===== config.mk =====
export PLATFORM = sky130hd
export DESIGN_NAME = integer_to_ascii_radix
export DESIGN_NICKNAME = d
export VERILOG_FILES = /design/src/iar_pkg.sv /design/src/iar_divider.sv /design/src/iar_digit_stack.sv /design/src/integer_to_ascii_radix.sv
export SDC_FILE = /design/constraint.sdc
export NUM_CORES = 1
export LEC_CHECK = 0
export BUFFER_PORTS_ARGS = -buffer_cell sky130_fd_sc_hd__buf_2
export CORE_UTILIZATION = 35
export DETAILED_ROUTE_END_ITERATION = 6
export PLACE_DENSITY_LB_ADDON = 0.05
export REMOVE_ABC_BUFFERS = 1
export SYNTH_ARGS = -nofsm -noshare
export SYNTH_HDL_FRONTEND = slang
export SYNTH_HIERARCHICAL = 1
export SYNTH_SLANG_ARGS = --single-unit

===== constraint.sdc =====
create_clock -name clk -period 7.6 [get_ports clk]
set_input_delay 0.38 -clock clk [delete_from_list [all_inputs] [get_ports clk]]
set_output_delay 0.38 -clock clk [all_outputs]
set_load 0.005 [all_outputs]

===== src/iar_pkg.sv =====
// Shared types, constants and helpers for the integer_to_ascii_radix block.
`timescale 1ns / 1ps
`default_nettype none

package iar_pkg;

  localparam int VALUE_W     = 32;
  localparam int RADIX_W     = 6;
  localparam int CHAR_W      = 8;
  localparam int MAX_DIGITS  = 32;
  localparam int CNT_W       = $clog2(MAX_DIGITS + 1);
  localparam int PTR_W       = $clog2(MAX_DIGITS);
  localparam int DIV_BITS    = 4;
  localparam int DIV_STEPS   = VALUE_W / DIV_BITS;
  localparam int DIV_CNT_W   = $clog2(DIV_STEPS);

  localparam logic [CHAR_W-1:0]  CHAR_MINUS  = 8'h2D;
  localparam logic [CHAR_W-1:0]  CHAR_ZERO   = 8'h30;
  localparam logic [CHAR_W-1:0]  CHAR_A      = 8'h61;
  localparam logic [RADIX_W-1:0] DIGIT_TEN   = 6'd10;
  localparam logic [RADIX_W-1:0] RADIX_RESET = 6'd10;
  localparam logic [RADIX_W-1:0] RADIX_MIN   = 6'd2;
  localparam logic [RADIX_W-1:0] RADIX_MAX   = 6'd36;

  typedef struct packed {
    logic [VALUE_W-1:0] value;
    logic               signed_mode;
  } in_req_t;

  typedef struct packed {
    logic [CHAR_W-1:0] character;
    logic              last;
  } out_req_t;

  typedef struct packed {
    logic               done;
    logic [VALUE_W-1:0] quotient;
    logic [RADIX_W-1:0] remainder;
  } div_sts_t;

  typedef struct packed {
    logic               clear;
    logic               push;
    logic               pop;
    logic [RADIX_W-1:0] digit;
  } stk_ctl_t;

  typedef struct packed {
    logic [CNT_W-1:0]   count;
    logic [RADIX_W-1:0] top;
  } stk_sts_t;

  typedef enum logic [2:0] {
    ST_IDLE = 3'b001,
    ST_DIV  = 3'b010,
    ST_EMIT = 3'b100
  } state_t;

  function automatic logic [CHAR_W-1:0] digit_char(input logic [RADIX_W-1:0] d);
    logic [CHAR_W-1:0] ch;
    if (d >= DIGIT_TEN) begin
      ch = CHAR_A + {2'b00, d} - {2'b00, DIGIT_TEN};
    end else begin
      ch = CHAR_ZERO + {2'b00, d};
    end
    return ch;
  endfunction

  function automatic logic [RADIX_W-1:0] clamp_radix(input logic [RADIX_W-1:0] r);
    logic [RADIX_W-1:0] b;
    if (r < RADIX_MIN) begin
      b = RADIX_MIN;
    end else if (r > RADIX_MAX) begin
      b = RADIX_MAX;
    end else begin
      b = r;
    end
    return b;
  endfunction

endpackage

`default_nettype wire


===== src/iar_divider.sv =====
// Iterative restoring divider: 32-bit dividend by radix, four quotient bits per cycle.
`timescale 1ns / 1ps
`default_nettype none

module iar_divider (
  input  wire logic                        clk,
  input  wire logic                        rst_n,
  input  wire logic                        start,
  input  wire logic [iar_pkg::VALUE_W-1:0] dividend,
  input  wire logic [iar_pkg::RADIX_W-1:0] divisor,
  output iar_pkg::div_sts_t                sts
);

  logic                          run_r;
  logic                          done_r;
  logic [iar_pkg::DIV_CNT_W-1:0] cnt_r;
  logic [iar_pkg::VALUE_W-1:0]   quo_r, quo_nxt;
  logic [iar_pkg::RADIX_W-1:0]   rem_r, rem_nxt;
  logic [iar_pkg::RADIX_W-1:0]   div_r;

  // DIV_BITS restoring steps; remainder stays below divisor (<= 36)
  always_comb begin
    logic [iar_pkg::RADIX_W:0] t;
    logic                      ge;
    quo_nxt = quo_r;
    rem_nxt = rem_r;
    for (int i = 0; i < iar_pkg::DIV_BITS; i++) begin
      t  = {rem_nxt, quo_nxt[iar_pkg::VALUE_W-1]};
      ge = (t >= {1'b0, div_r});
      rem_nxt = ge ? iar_pkg::RADIX_W'(t - {1'b0, div_r}) : t[iar_pkg::RADIX_W-1:0];
      quo_nxt = {quo_nxt[iar_pkg::VALUE_W-2:0], ge};
    end
  end

  always_ff @(posedge clk) begin
    if (!rst_n) begin
      run_r  <= 1'b0;
      done_r <= 1'b0;
      cnt_r  <= '0;
    end else begin
      done_r <= 1'b0;
      if (start) begin
        run_r <= 1'b1;
        cnt_r <= '0;
        quo_r <= dividend;
        rem_r <= '0;
        div_r <= divisor;
      end else if (run_r) begin
        quo_r <= quo_nxt;
        rem_r <= rem_nxt;
        cnt_r <= cnt_r + 1'b1;
        if (cnt_r == iar_pkg::DIV_CNT_W'(iar_pkg::DIV_STEPS - 1)) begin
          run_r  <= 1'b0;
          done_r <= 1'b1;
        end
      end
    end
  end

  assign sts.done      = done_r;
  assign sts.quotient  = quo_r;
  assign sts.remainder = rem_r;

endmodule

`default_nettype wire


===== src/iar_digit_stack.sv =====
// LIFO of digit values: filled least significant first, drained most significant first.
`timescale 1ns / 1ps
`default_nettype none

module iar_digit_stack (
  input  wire logic              clk,
  input  wire logic              rst_n,
  input  wire iar_pkg::stk_ctl_t ctl,
  output iar_pkg::stk_sts_t      sts
);

  logic [iar_pkg::RADIX_W-1:0] mem_r [iar_pkg::MAX_DIGITS];
  logic [iar_pkg::RADIX_W-1:0] top_r;
  logic [iar_pkg::CNT_W-1:0]   count_r;
  logic [iar_pkg::CNT_W-1:0]   top_idx;
  logic [iar_pkg::CNT_W-1:0]   below_idx;

  assign top_idx   = count_r - iar_pkg::CNT_W'(1);
  assign below_idx = count_r - iar_pkg::CNT_W'(2);

  always_ff @(posedge clk) begin
    if (!rst_n) begin
      count_r <= '0;
    end else if (ctl.clear) begin
      count_r <= '0;
    end else if (ctl.push) begin
      count_r <= count_r + iar_pkg::CNT_W'(1);
    end else if (ctl.pop) begin
      count_r <= top_idx;
    end
  end

  // top_r follows the top entry: a push makes the new digit the top,
  // a pop exposes the entry just below.
  always_ff @(posedge clk) begin
    if (ctl.push) begin
      mem_r[count_r[iar_pkg::PTR_W-1:0]] <= ctl.digit;
      top_r <= ctl.digit;
    end else if (ctl.pop) begin
      top_r <= mem_r[below_idx[iar_pkg::PTR_W-1:0]];
    end
  end

  assign sts.count = count_r;
  assign sts.top   = top_r;

endmodule

`default_nettype wire


===== src/integer_to_ascii_radix.sv =====
// Top level of the integer to ASCII converter for radix two to thirty-six.
`timescale 1ns / 1ps
`default_nettype none

// Converts a 32-bit value to text in the base held in the radix register
// (written through cfg_we/cfg_wdata, reset 10; 0 and 1 act as 2, 37..63 as
// 36). A request is taken when start is high and busy is low; busy then stays
// high until the final character has been driven. Characters come out most
// significant first, one per out_valid pulse, and the receiver cannot stall
// them: out_valid marks each for exactly one cycle. In signed mode a negative
// value first gives '-' and then the 32-bit negated magnitude, so the most
// negative value prints without wraparound issues as 2147483648. Digits of
// ten and up are 'a'..'z', zero gives "0", and out_req.last marks the final
// character. No terminator is sent.
// One shared divider yields four quotient bits per cycle; each digit takes the
// divide steps, then a step that stores the digit and restarts the divider,
// then every digit is popped at one per cycle. The final character goes out in
// the first idle cycle, where the next request may already be taken. The sign
// adds no time: it goes out while the first digit divides. The radix register
// is to be written only while idle; the user must keep to this, as the block
// itself does not enforce it.
module integer_to_ascii_radix (
  input  wire logic                        clk,
  input  wire logic                        rst_n,
  // request channel
  input  wire logic                        start,
  output logic                             busy,
  input  wire iar_pkg::in_req_t            in_req,
  // character stream
  output logic                             out_valid,
  output iar_pkg::out_req_t                out_req,
  // radix register
  input  wire logic                        cfg_we,
  input  wire logic [iar_pkg::RADIX_W-1:0] cfg_wdata
);

  iar_pkg::state_t             state_r;
  logic [iar_pkg::RADIX_W-1:0] radix_r;
  logic                        out_valid_r;
  iar_pkg::out_req_t           out_req_r;

  logic                        accept;
  logic                        negative;
  logic [iar_pkg::VALUE_W-1:0] magnitude;
  logic                        div_start;
  logic [iar_pkg::VALUE_W-1:0] div_dividend;
  logic                        div_finish;
  logic                        last_pop;
  iar_pkg::div_sts_t           div_sts;
  iar_pkg::stk_ctl_t           stk_ctl;
  iar_pkg::stk_sts_t           stk_sts;

  // Radix register: raw six bits, clamped each time the divider starts a digit.
  always_ff @(posedge clk) begin
    if (!rst_n) begin
      radix_r <= iar_pkg::RADIX_RESET;
    end else if (cfg_we) begin
      radix_r <= cfg_wdata;
    end
  end

  assign busy   = (state_r != iar_pkg::ST_IDLE);
  assign accept = start && !busy;

  // Two's complement negate for negative signed input; 0x80000000 maps to itself.
  assign negative  = in_req.signed_mode && in_req.value[iar_pkg::VALUE_W-1];
  assign magnitude = negative ? (~in_req.value + iar_pkg::VALUE_W'(1)) : in_req.value;

  // Conversion stops once the quotient runs out or the stack is one short of full
  // (the digit being pushed now fills it).
  assign div_finish = (div_sts.quotient == '0) ||
                      (stk_sts.count == iar_pkg::CNT_W'(iar_pkg::MAX_DIGITS - 1));

  // Divider restarts on the fresh magnitude, or on the previous quotient.
  assign div_start    = accept ||
                        ((state_r == iar_pkg::ST_DIV) && div_sts.done && !div_finish);
  assign div_dividend = accept ? magnitude : div_sts.quotient;

  assign last_pop = (stk_sts.count == iar_pkg::CNT_W'(1));

  always_comb begin
    stk_ctl.clear = accept;
    stk_ctl.push  = (state_r == iar_pkg::ST_DIV) && div_sts.done;
    stk_ctl.pop   = (state_r == iar_pkg::ST_EMIT);
    stk_ctl.digit = div_sts.remainder;
  end

  iar_divider u_divider (
    .clk      (clk),
    .rst_n    (rst_n),
    .start    (div_start),
    .dividend (div_dividend),
    .divisor  (iar_pkg::clamp_radix(radix_r)),
    .sts      (div_sts)
  );

  iar_digit_stack u_digit_stack (
    .clk   (clk),
    .rst_n (rst_n),
    .ctl   (stk_ctl),
    .sts   (stk_sts)
  );

  // Sequencer: IDLE -> DIV (one pass per digit) -> EMIT (one pop per cycle).
  always_ff @(posedge clk) begin
    if (!rst_n) begin
      state_r     <= iar_pkg::ST_IDLE;
      out_valid_r <= 1'b0;
    end else begin
      out_valid_r <= 1'b0;
      case (state_r)
        iar_pkg::ST_IDLE: begin
          if (accept) begin
            state_r <= iar_pkg::ST_DIV;
            // sign goes out while the first digit is still dividing
            out_valid_r <= negative;
          end
        end
        iar_pkg::ST_DIV: begin
          if (div_sts.done && div_finish) begin
            state_r <= iar_pkg::ST_EMIT;
          end
        end
        iar_pkg::ST_EMIT: begin
          out_valid_r <= 1'b1;
          if (last_pop) begin
            state_r <= iar_pkg::ST_IDLE;
          end
        end
        default: begin
          state_r <= iar_pkg::ST_IDLE;
        end
      endcase
    end
  end

  // Output payload, no reset needed.
  always_ff @(posedge clk) begin
    if (accept) begin
      out_req_r.character <= iar_pkg::CHAR_MINUS;
      out_req_r.last      <= 1'b0;
    end else if (state_r == iar_pkg::ST_EMIT) begin
      out_req_r.character <= iar_pkg::digit_char(stk_sts.top);
      out_req_r.last      <= last_pop;
    end
  end

  assign out_valid = out_valid_r;
  assign out_req   = out_req_r;

endmodule

`default_nettype wire


==> reports/summary.txt, run 1 <==
CTS tree: built
Fin crit share: 91.49%
Worst Path Required: 7.92 ns
Initial antenna violation count: 1
Minimum clock period: 6.954 ns
Main combinational cell family by area after synthesis: multiplexers
Average size of a mapped cell: 13.38 sq um
Fillers: 3629
Final Hold Viols: 0
Hold Crit Class: in2reg
Crit Path Class: reg2reg
Max Slew Vio Count: 0
XOR/XNOR share of the synthesized area: 2.543%
Adder-Cell Fraction of Synth Area: 4.175%
Setup TNS Final: 0 ns
Post-synthesis mux area share: 13.59%
Synth Warn #: 6
Synth Area in Simple Gates: 10.78%
Total GRT Usage: 17.57%
Top cells by count, synth: edfxtp_1 (242), nor2_1 (95), nand2_1 (69)
Compound-cell area share of the yosys netlist: 8.979%
Startpoint types: flip-flop
Num ports: 54
Number of global-route vias before repair: 8478
F_max: 143.8 MHz
Max-cap violations: 0
Core Box Area: 38650 sq um
Post-synth top flop: edfxtp_1
Root Driver: clkbuf_16
Dpl ws: 0.06942 ns
First-iteration detailed-routing DRC count: 576
H-tree depth: 1
Via count: 8655
Clock latency on the worst-skew pair: 0.59 ns
Top cell type's share of synthesized area: 52.94%
Row cnt: 72
Vias per inst: 5.277
EDFF count, synth: 242
Reg clk slew, reported paths: 0.06 ns
Area taken by multi-input logic gates: 5542 sq um
Worst EP arrival: 7.27 ns
Leak: 5.325 nW
Kind of end point of the critical path: flip-flop
Largest net degree at the start of global routing: 61
Sequential share of the synthesized area: 57.32%
Slew HR: 30.67%
Slowest CP cell: fa_1
CP max stage delay: 0.41 ns
Residual DRC: 0
Number of CTS-inserted buffers: 31
Fin Clk Skew: 0.02253 ns
RSZ-0062 raised after global routing: false
Die X: 200.0 um
IO buf count: 53
Yosys cell types: 78
Pwr Density: 398.3 nW/um^2
Outcome: completed
Mapped Cells: 1026
Final Setup Violations: 0
# diodes: 0
Reg area: 7873 sq um
DIE AREA: 40010 sq um
Final antenna-violating net count: 0
Layout Area Growth over Synthesis: 13.84%
Seq cells post-synth: 272
Clock Sinks: 272
Worst-case clock buffer depth: 3
Total Routed Length: 34.93 mm
Layout net count: 1184
Area leader, netlist: edfxtp_1
First drt pass iteration count: 5
Final Worst Setup Slack: 0.6465 ns
Finished Cell Area: 15630 sq um
Worst-margin pin slew: 1.040 ns
First-pass GRT wire length: 52.52 mm
HPWL Detailed: 23.40 mm
Synth area leaders: edfxtp_1 (53%), mux4_2 (7.5%), dfxtp_1 (4.4%), ha_1 (3.4%), mux2_2 (3.2%)
Dpl cell area: 14650 sq um
Die Y: 200.0 um
Syn Std Cell Area: 13730 sq um
Starting Density: 35.52%
CP max FO: 7
Post-synthesis async set-or-reset flop share: 0%
Gr ovfl total: 0
Most frequent CP cell: ha_1
WL/cell: 21.30 um
Most common cell in the netlist: edfxtp_1
Layout cells sized above 1: 21.84%
Max IR drop VDD: 0.8113 mV
GP Congestion: 0.8632
worst max-delay path, delay by kind of cell (launching register included):
kind	cells	cell delay (ns)
AND/OR/NAND/NOR	7	1.08
AO/OA/AOI/OAI	13	2.55
adder cells (fa/ha/maj)	5	1.48
buffers and inverters	2	0.15
XOR/XNOR	1	0.08
multiplexers	3	0.95
flip-flops	1	0.39
where the power goes:
| part | switching [W] | total [W] | internal [W] | leakage (nW) |
|---|---|---|---|---|
| sequential | 0.0000433 | 0.00197 | 0.00192 | 2.44 |
| combinational | 0.00164 | 0.00287 | 0.00122 | 2.42 |
| clock | 0.000610 | 0.00139 | 0.000781 | 0.465 |
| total | 0.00229 | 0.00622 | 0.00393 | 5.32 |
flip-flops by register name (all words and copies together), names as in the netlist:
signal                 flops
u_divider/cnt_r            3
radix_r                    6
u_digit_stack/mem_r      192
out_req                    9
out_valid                  1
u_divider/run_r            1
u_digit_stack/count_r      6
u_divider/quo_r           32
u_divider/rem_r            6
u_divider/div_r            6
u_divider/done_r           1
u_digit_stack/top_r        6
state_r                    3
path summary, 6_finish.rpt:
check | to | slack, ns | depth (start not counted) | startpoint
setup reg to reg | u_divider/rem_r[3] | 0.65 | 31 | u_divider/quo_r[31]
hold / removal | radix_r[1] | 0.04 | 3 | cfg_wdata[1]
hold reg to reg | out_req[8] | 0.45 | 2 | out_req[8]
setup / recovery | u_divider/rem_r[3] | 0.65 | 31 | u_divider/quo_r[31]
layer usage:
metal  GRT usage [%]  share of wire (%)
met1           24.21                 46
met2           29.10                 48
met3           2.789                4.0
met4           3.902                1.8
met5               0              0.023
stage by stage:
stage          util, %  hold WS, ns  total power (W)  std cells
4_1_cts          40.32     0.005990         0.006202       1638
3_3_place_gp     37.91       0.4400         0.004800       1582
3_5_place_dp     37.91       0.4461         0.004783       1582
2_1_floorplan        -       0.4419         0.003963        981
6_report         40.43      0.03705         0.006224       1640
5_1_grt          40.43      0.02073         0.006612       1640
cell usage in the layout (no fill, tap or decap), drive strengths merged, types with 6 or more instances in the layout:
cell and instances:
nand2 69, or3 11, a31oi 9, dfxtp 30, clkbuf 36, edfxtp 242, a211o 7, xor2 18
o31ai 11, o21a 6, mux4 54, mux2 39, inv 32, nand3 20, a211oi 12, nand4 11
o211ai 9, a21oi 33, o21ai 54, mux2i 18, nand2b 12, nor2 95, o22ai 6, nand3b 7
nor2b 14, nor3 22, ha 37, xnor2 21, clkinv 19, a21o 11, buf 85, nor4 13
cells by family after synthesis:
kind of cell,count (synthesis)
DFF,272
and+or+nand+nor,298
AOI/OAI and AO/OA,185
muxes,111
xor gates and xnor gates,39
buffers and inverters,78
adders and majority gates,43
timing repair:
item / 4_1_cts / 5_1_grt
setup buffers: 0 / 2
hold buffers: 0 / 0
resized for setup: 0 / 11
endpoints found under the setup margin: 0 / 7
area by class of cell:
class | instances | share of cell area (%)
Clock buffer | 36 | 5.085
Clock inverter | 20 | 0.8889
Inverter | 33 | 0.7928
Multi-Input combinational cell | 676 | 35.47
Sequential cell | 272 | 50.38
Tap cell | 518 | 4.148
Timing Repair Buffer | 85 | 3.235
(Power assumes the default switching activity.)
==> run 2: changes to the inputs <==
==> constraint.sdc (replaced) <==
create_clock -name clk -period 6.4 [get_ports clk]
set_input_delay 0.32 -clock clk [delete_from_list [all_inputs] [get_ports clk]]
set_output_delay 0.32 -clock clk [all_outputs]
set_load 0.005 [all_outputs]
==> run 2 against run 1 <==
  * Setup slack got worse by 0.51 ns
  * Highest routed layer unchanged
  * Critical path depth increased by 2
  * Core utilization increased by 2.2 points
  * Non-clock buffer count increased by 66
  * Sequential power increased by 19%
  * Cell count increased by 4.0%
  * Maximum frequency increased by 11%
  * Register-to-register slack got worse by 0.51 ns
  * Critical endpoint unchanged
==> reports/summary.txt, run 2 (same netlist as run 1, synthesis figures left out) <==
Root Driver: clkbuf_16 (unchanged)
WL/cell: 20.87 um (was 21.30 um)
Die X: 200.0 um (unchanged)
Sw Share: 34.59% (was 36.87%)
Clock group share of total power: 20.3% (was 22.4%)
Net Switching: 0.003094 W (was 0.002295 W)
Fin Clk Skew: 0.02623 ns (was 0.02253 ns)
Startpoint types: flip-flop (unchanged)
Starting Density: 35.52% (unchanged)
Minimum clock period: 6.262 ns (was 6.954 ns)
Row cnt: 72 (unchanged)
Num ports: 54 (unchanged)
Pwr Density: 543.3 nW/um^2 (was 398.3 nW/um^2)
Worst-case clock buffer depth: 3 (unchanged)
Slowest CP cell: edfxtp_1 (was fa_1)
HPWL Detailed: 23.98 mm (was 23.40 mm)
Largest net degree at the start of global routing: 61 (unchanged)
Worst-margin pin slew: 1.063 ns (was 1.040 ns)
Via count: 8871 (was 8655)
Layout cells sized above 1: 28.64% (was 21.84%)
Largest register FFs: 192 (unchanged)
Leak: 5.731 nW (was 5.325 nW)
CP max FO: 6 (was 7)
First drt pass iteration count: 5 (unchanged)
Core Box Area: 38650 sq um (unchanged)
Max-cap violations: 0 (unchanged)
GP Congestion: 0.8396 (was 0.8632)
Vias per inst: 5.203 (was 5.277)
Worst Path Required: 6.70 ns (was 7.92 ns)
Gr ovfl total: 0 (unchanged)
Residual DRC: 0 (unchanged)
F_max: 159.7 MHz (was 143.8 MHz)
First-iteration detailed-routing DRC count: 451 (was 576)
Total Routed Length: 35.59 mm (was 34.93 mm)
Most frequent cells in the layout: edfxtp_1 (242), nor2_1 (92), buf_4 (92), nand2_1 (67), buf_2 (53) (was edfxtp_1 (242), nor2_1 (94), nand2_1 (68), buf_2 (53), o21ai_0 (47))
DIE AREA: 40010 sq um (unchanged)
Clock Sinks: 272 (unchanged)
Reg clk slew, reported paths: 0.06 ns (about the same)
CTS tree: built (unchanged)
Most common cell after layout, fill and taps aside: edfxtp_1 (unchanged)
Number of global-route vias before repair: 8764 (was 8478)
Final Setup Violations: 0 (unchanged)
Internal power: 0.005851 W (was 0.003929 W)
Max IR drop VDD: 0.6859 mV (was 0.8113 mV)
Clock latency on the worst-skew pair: 0.57 ns (was 0.59 ns)
Die Y: 200.0 um (unchanged)
IO buf count: 53 (unchanged)
Kind of end point of the critical path: flip-flop (unchanged)
First-pass GRT wire length: 53.34 mm (was 52.52 mm)
Hold Crit Class: in2reg (unchanged)
RSZ-0062 raised after global routing: true (was false)
H-tree depth: 1 (unchanged)
Most frequent CP cell: a21o_1 (was ha_1)
Total GRT Usage: 17.91% (was 17.57%)
Layout Area Growth over Synthesis: 19.95% (was 13.84%)
CP max stage delay: 0.38 ns (was 0.41 ns)
Final antenna-violating net count: 0 (unchanged)
Setup TNS Final: 0 ns (unchanged)
Layout net count: 1249 (was 1184)
Max Slew Vio Count: 0 (unchanged)
# diodes: 0 (unchanged)
Number of CTS-inserted buffers: 30 (was 31)
Crit Path Class: reg2reg (unchanged)
Initial antenna violation count: 1 (unchanged)
Final Util: 42.60% (was 40.43%)
Fin crit share: 97.85% (was 91.49%)
Seq pwr share: 26.1% (was 31.6%)
Final Hold Viols: 0 (unchanged)
Gate power share: 53.6% (was 46.0%)
Outcome: completed (unchanged)
Worst EP arrival: 6.57 ns (was 7.27 ns)
Slew HR: 29.11% (was 30.67%)
[run 2: changes by cell type in the layout (fill, tap and decap cells not counted), moves of 3 or more]
cell           previous run  this run
buf_6                     0         3
buf_4                    32        92
o31ai_1                  11         8
o21ai_0                  47        44
ha_1                     37        31
ha_4                      0         5
mux2_4                    0         3
a21oi_1                  31        28
bufinv_16                 1         6
o21ai_2                   1         4
clkbuf_1                  5         2
mux2_2                   39        36
dlygate4sd3_1             0         3
[run 2: worst max-delay path, delay by kind of cell (launching register included)]
family	cells	cell delay (ns)
and+or+nand+nor	8	0.92
buffers and inverters	4	0.44
muxes	2	0.67
DFF	1	0.38
AOI/OAI and AO/OA	15	2.53
adders and majority gates	4	1.07
[run 2: worst paths after layout]
kind                      start            endpoint  slack [ns]  depth (start not counted)
min                cfg_wdata[4]          radix_r[4]        0.03                          3
min reg2reg          out_req[5]          out_req[5]        0.45                          2
max          u_divider/div_r[4]  u_divider/rem_r[3]        0.14                         33
max reg2reg  u_divider/div_r[4]  u_divider/rem_r[3]        0.14                         33
[run 2: area by class of cell]
class	count	area, sq um
fillers	3559	22180
flip-flops and latches	272	7873
multi-input cells	676	5759
repair buffers	151	1020
clock buffers	32	758.2
well taps	518	648.1
clock inverters	23	282.8
inverters	33	123.9
[run 2: per-layer routing]
layer  vias up  GRT usage, %  part of all wire, %
met3        45         2.419                  3.3
li1       4262             -                    -
met4         2         3.902                  1.9
met5         -             0                0.022
met2       148         30.48                   49
met1      4414         24.30                   45
[run 2: what timing repair did]
action	4_1_cts	5_1_grt
hold buffers	3	0
endpoints found under the hold margin	3	0
setup buffers	7	9
gates resized for setup	20	40
endpoints found under the setup margin	7	7
pin swaps	14	28
[run 2: power by group through the flow]
stage / Clock, W / Combinational, W / Sequential [W]
2_1_floorplan: 0 / 0.00225 / 0.00245
3_3_place_gp: 0 / 0.00401 / 0.00238
3_5_place_dp: 0 / 0.00399 / 0.00238
4_1_cts: 0.00187 / 0.00428 / 0.00234
5_1_grt: 0.00193 / 0.00524 / 0.00235
6_report: 0.00181 / 0.00480 / 0.00234
[run 2: metrics by stage]
step	cell area, sq um	setup WS [ns]	hold WS, ns	instances	power, W
final	16460	0.1377	0.03007	1705	0.008945
after detailed placement	15020	-0.5393	0.4504	1631	0.006366
after global routing	16460	-0.1432	0.01784	1705	0.009514
after global placement	15020	-0.3539	0.4414	1631	0.006391
after floorplan	13490	-0.9870	0.3819	981	0.004706
after CTS	16200	-0.01411	0.0006629	1696	0.008485
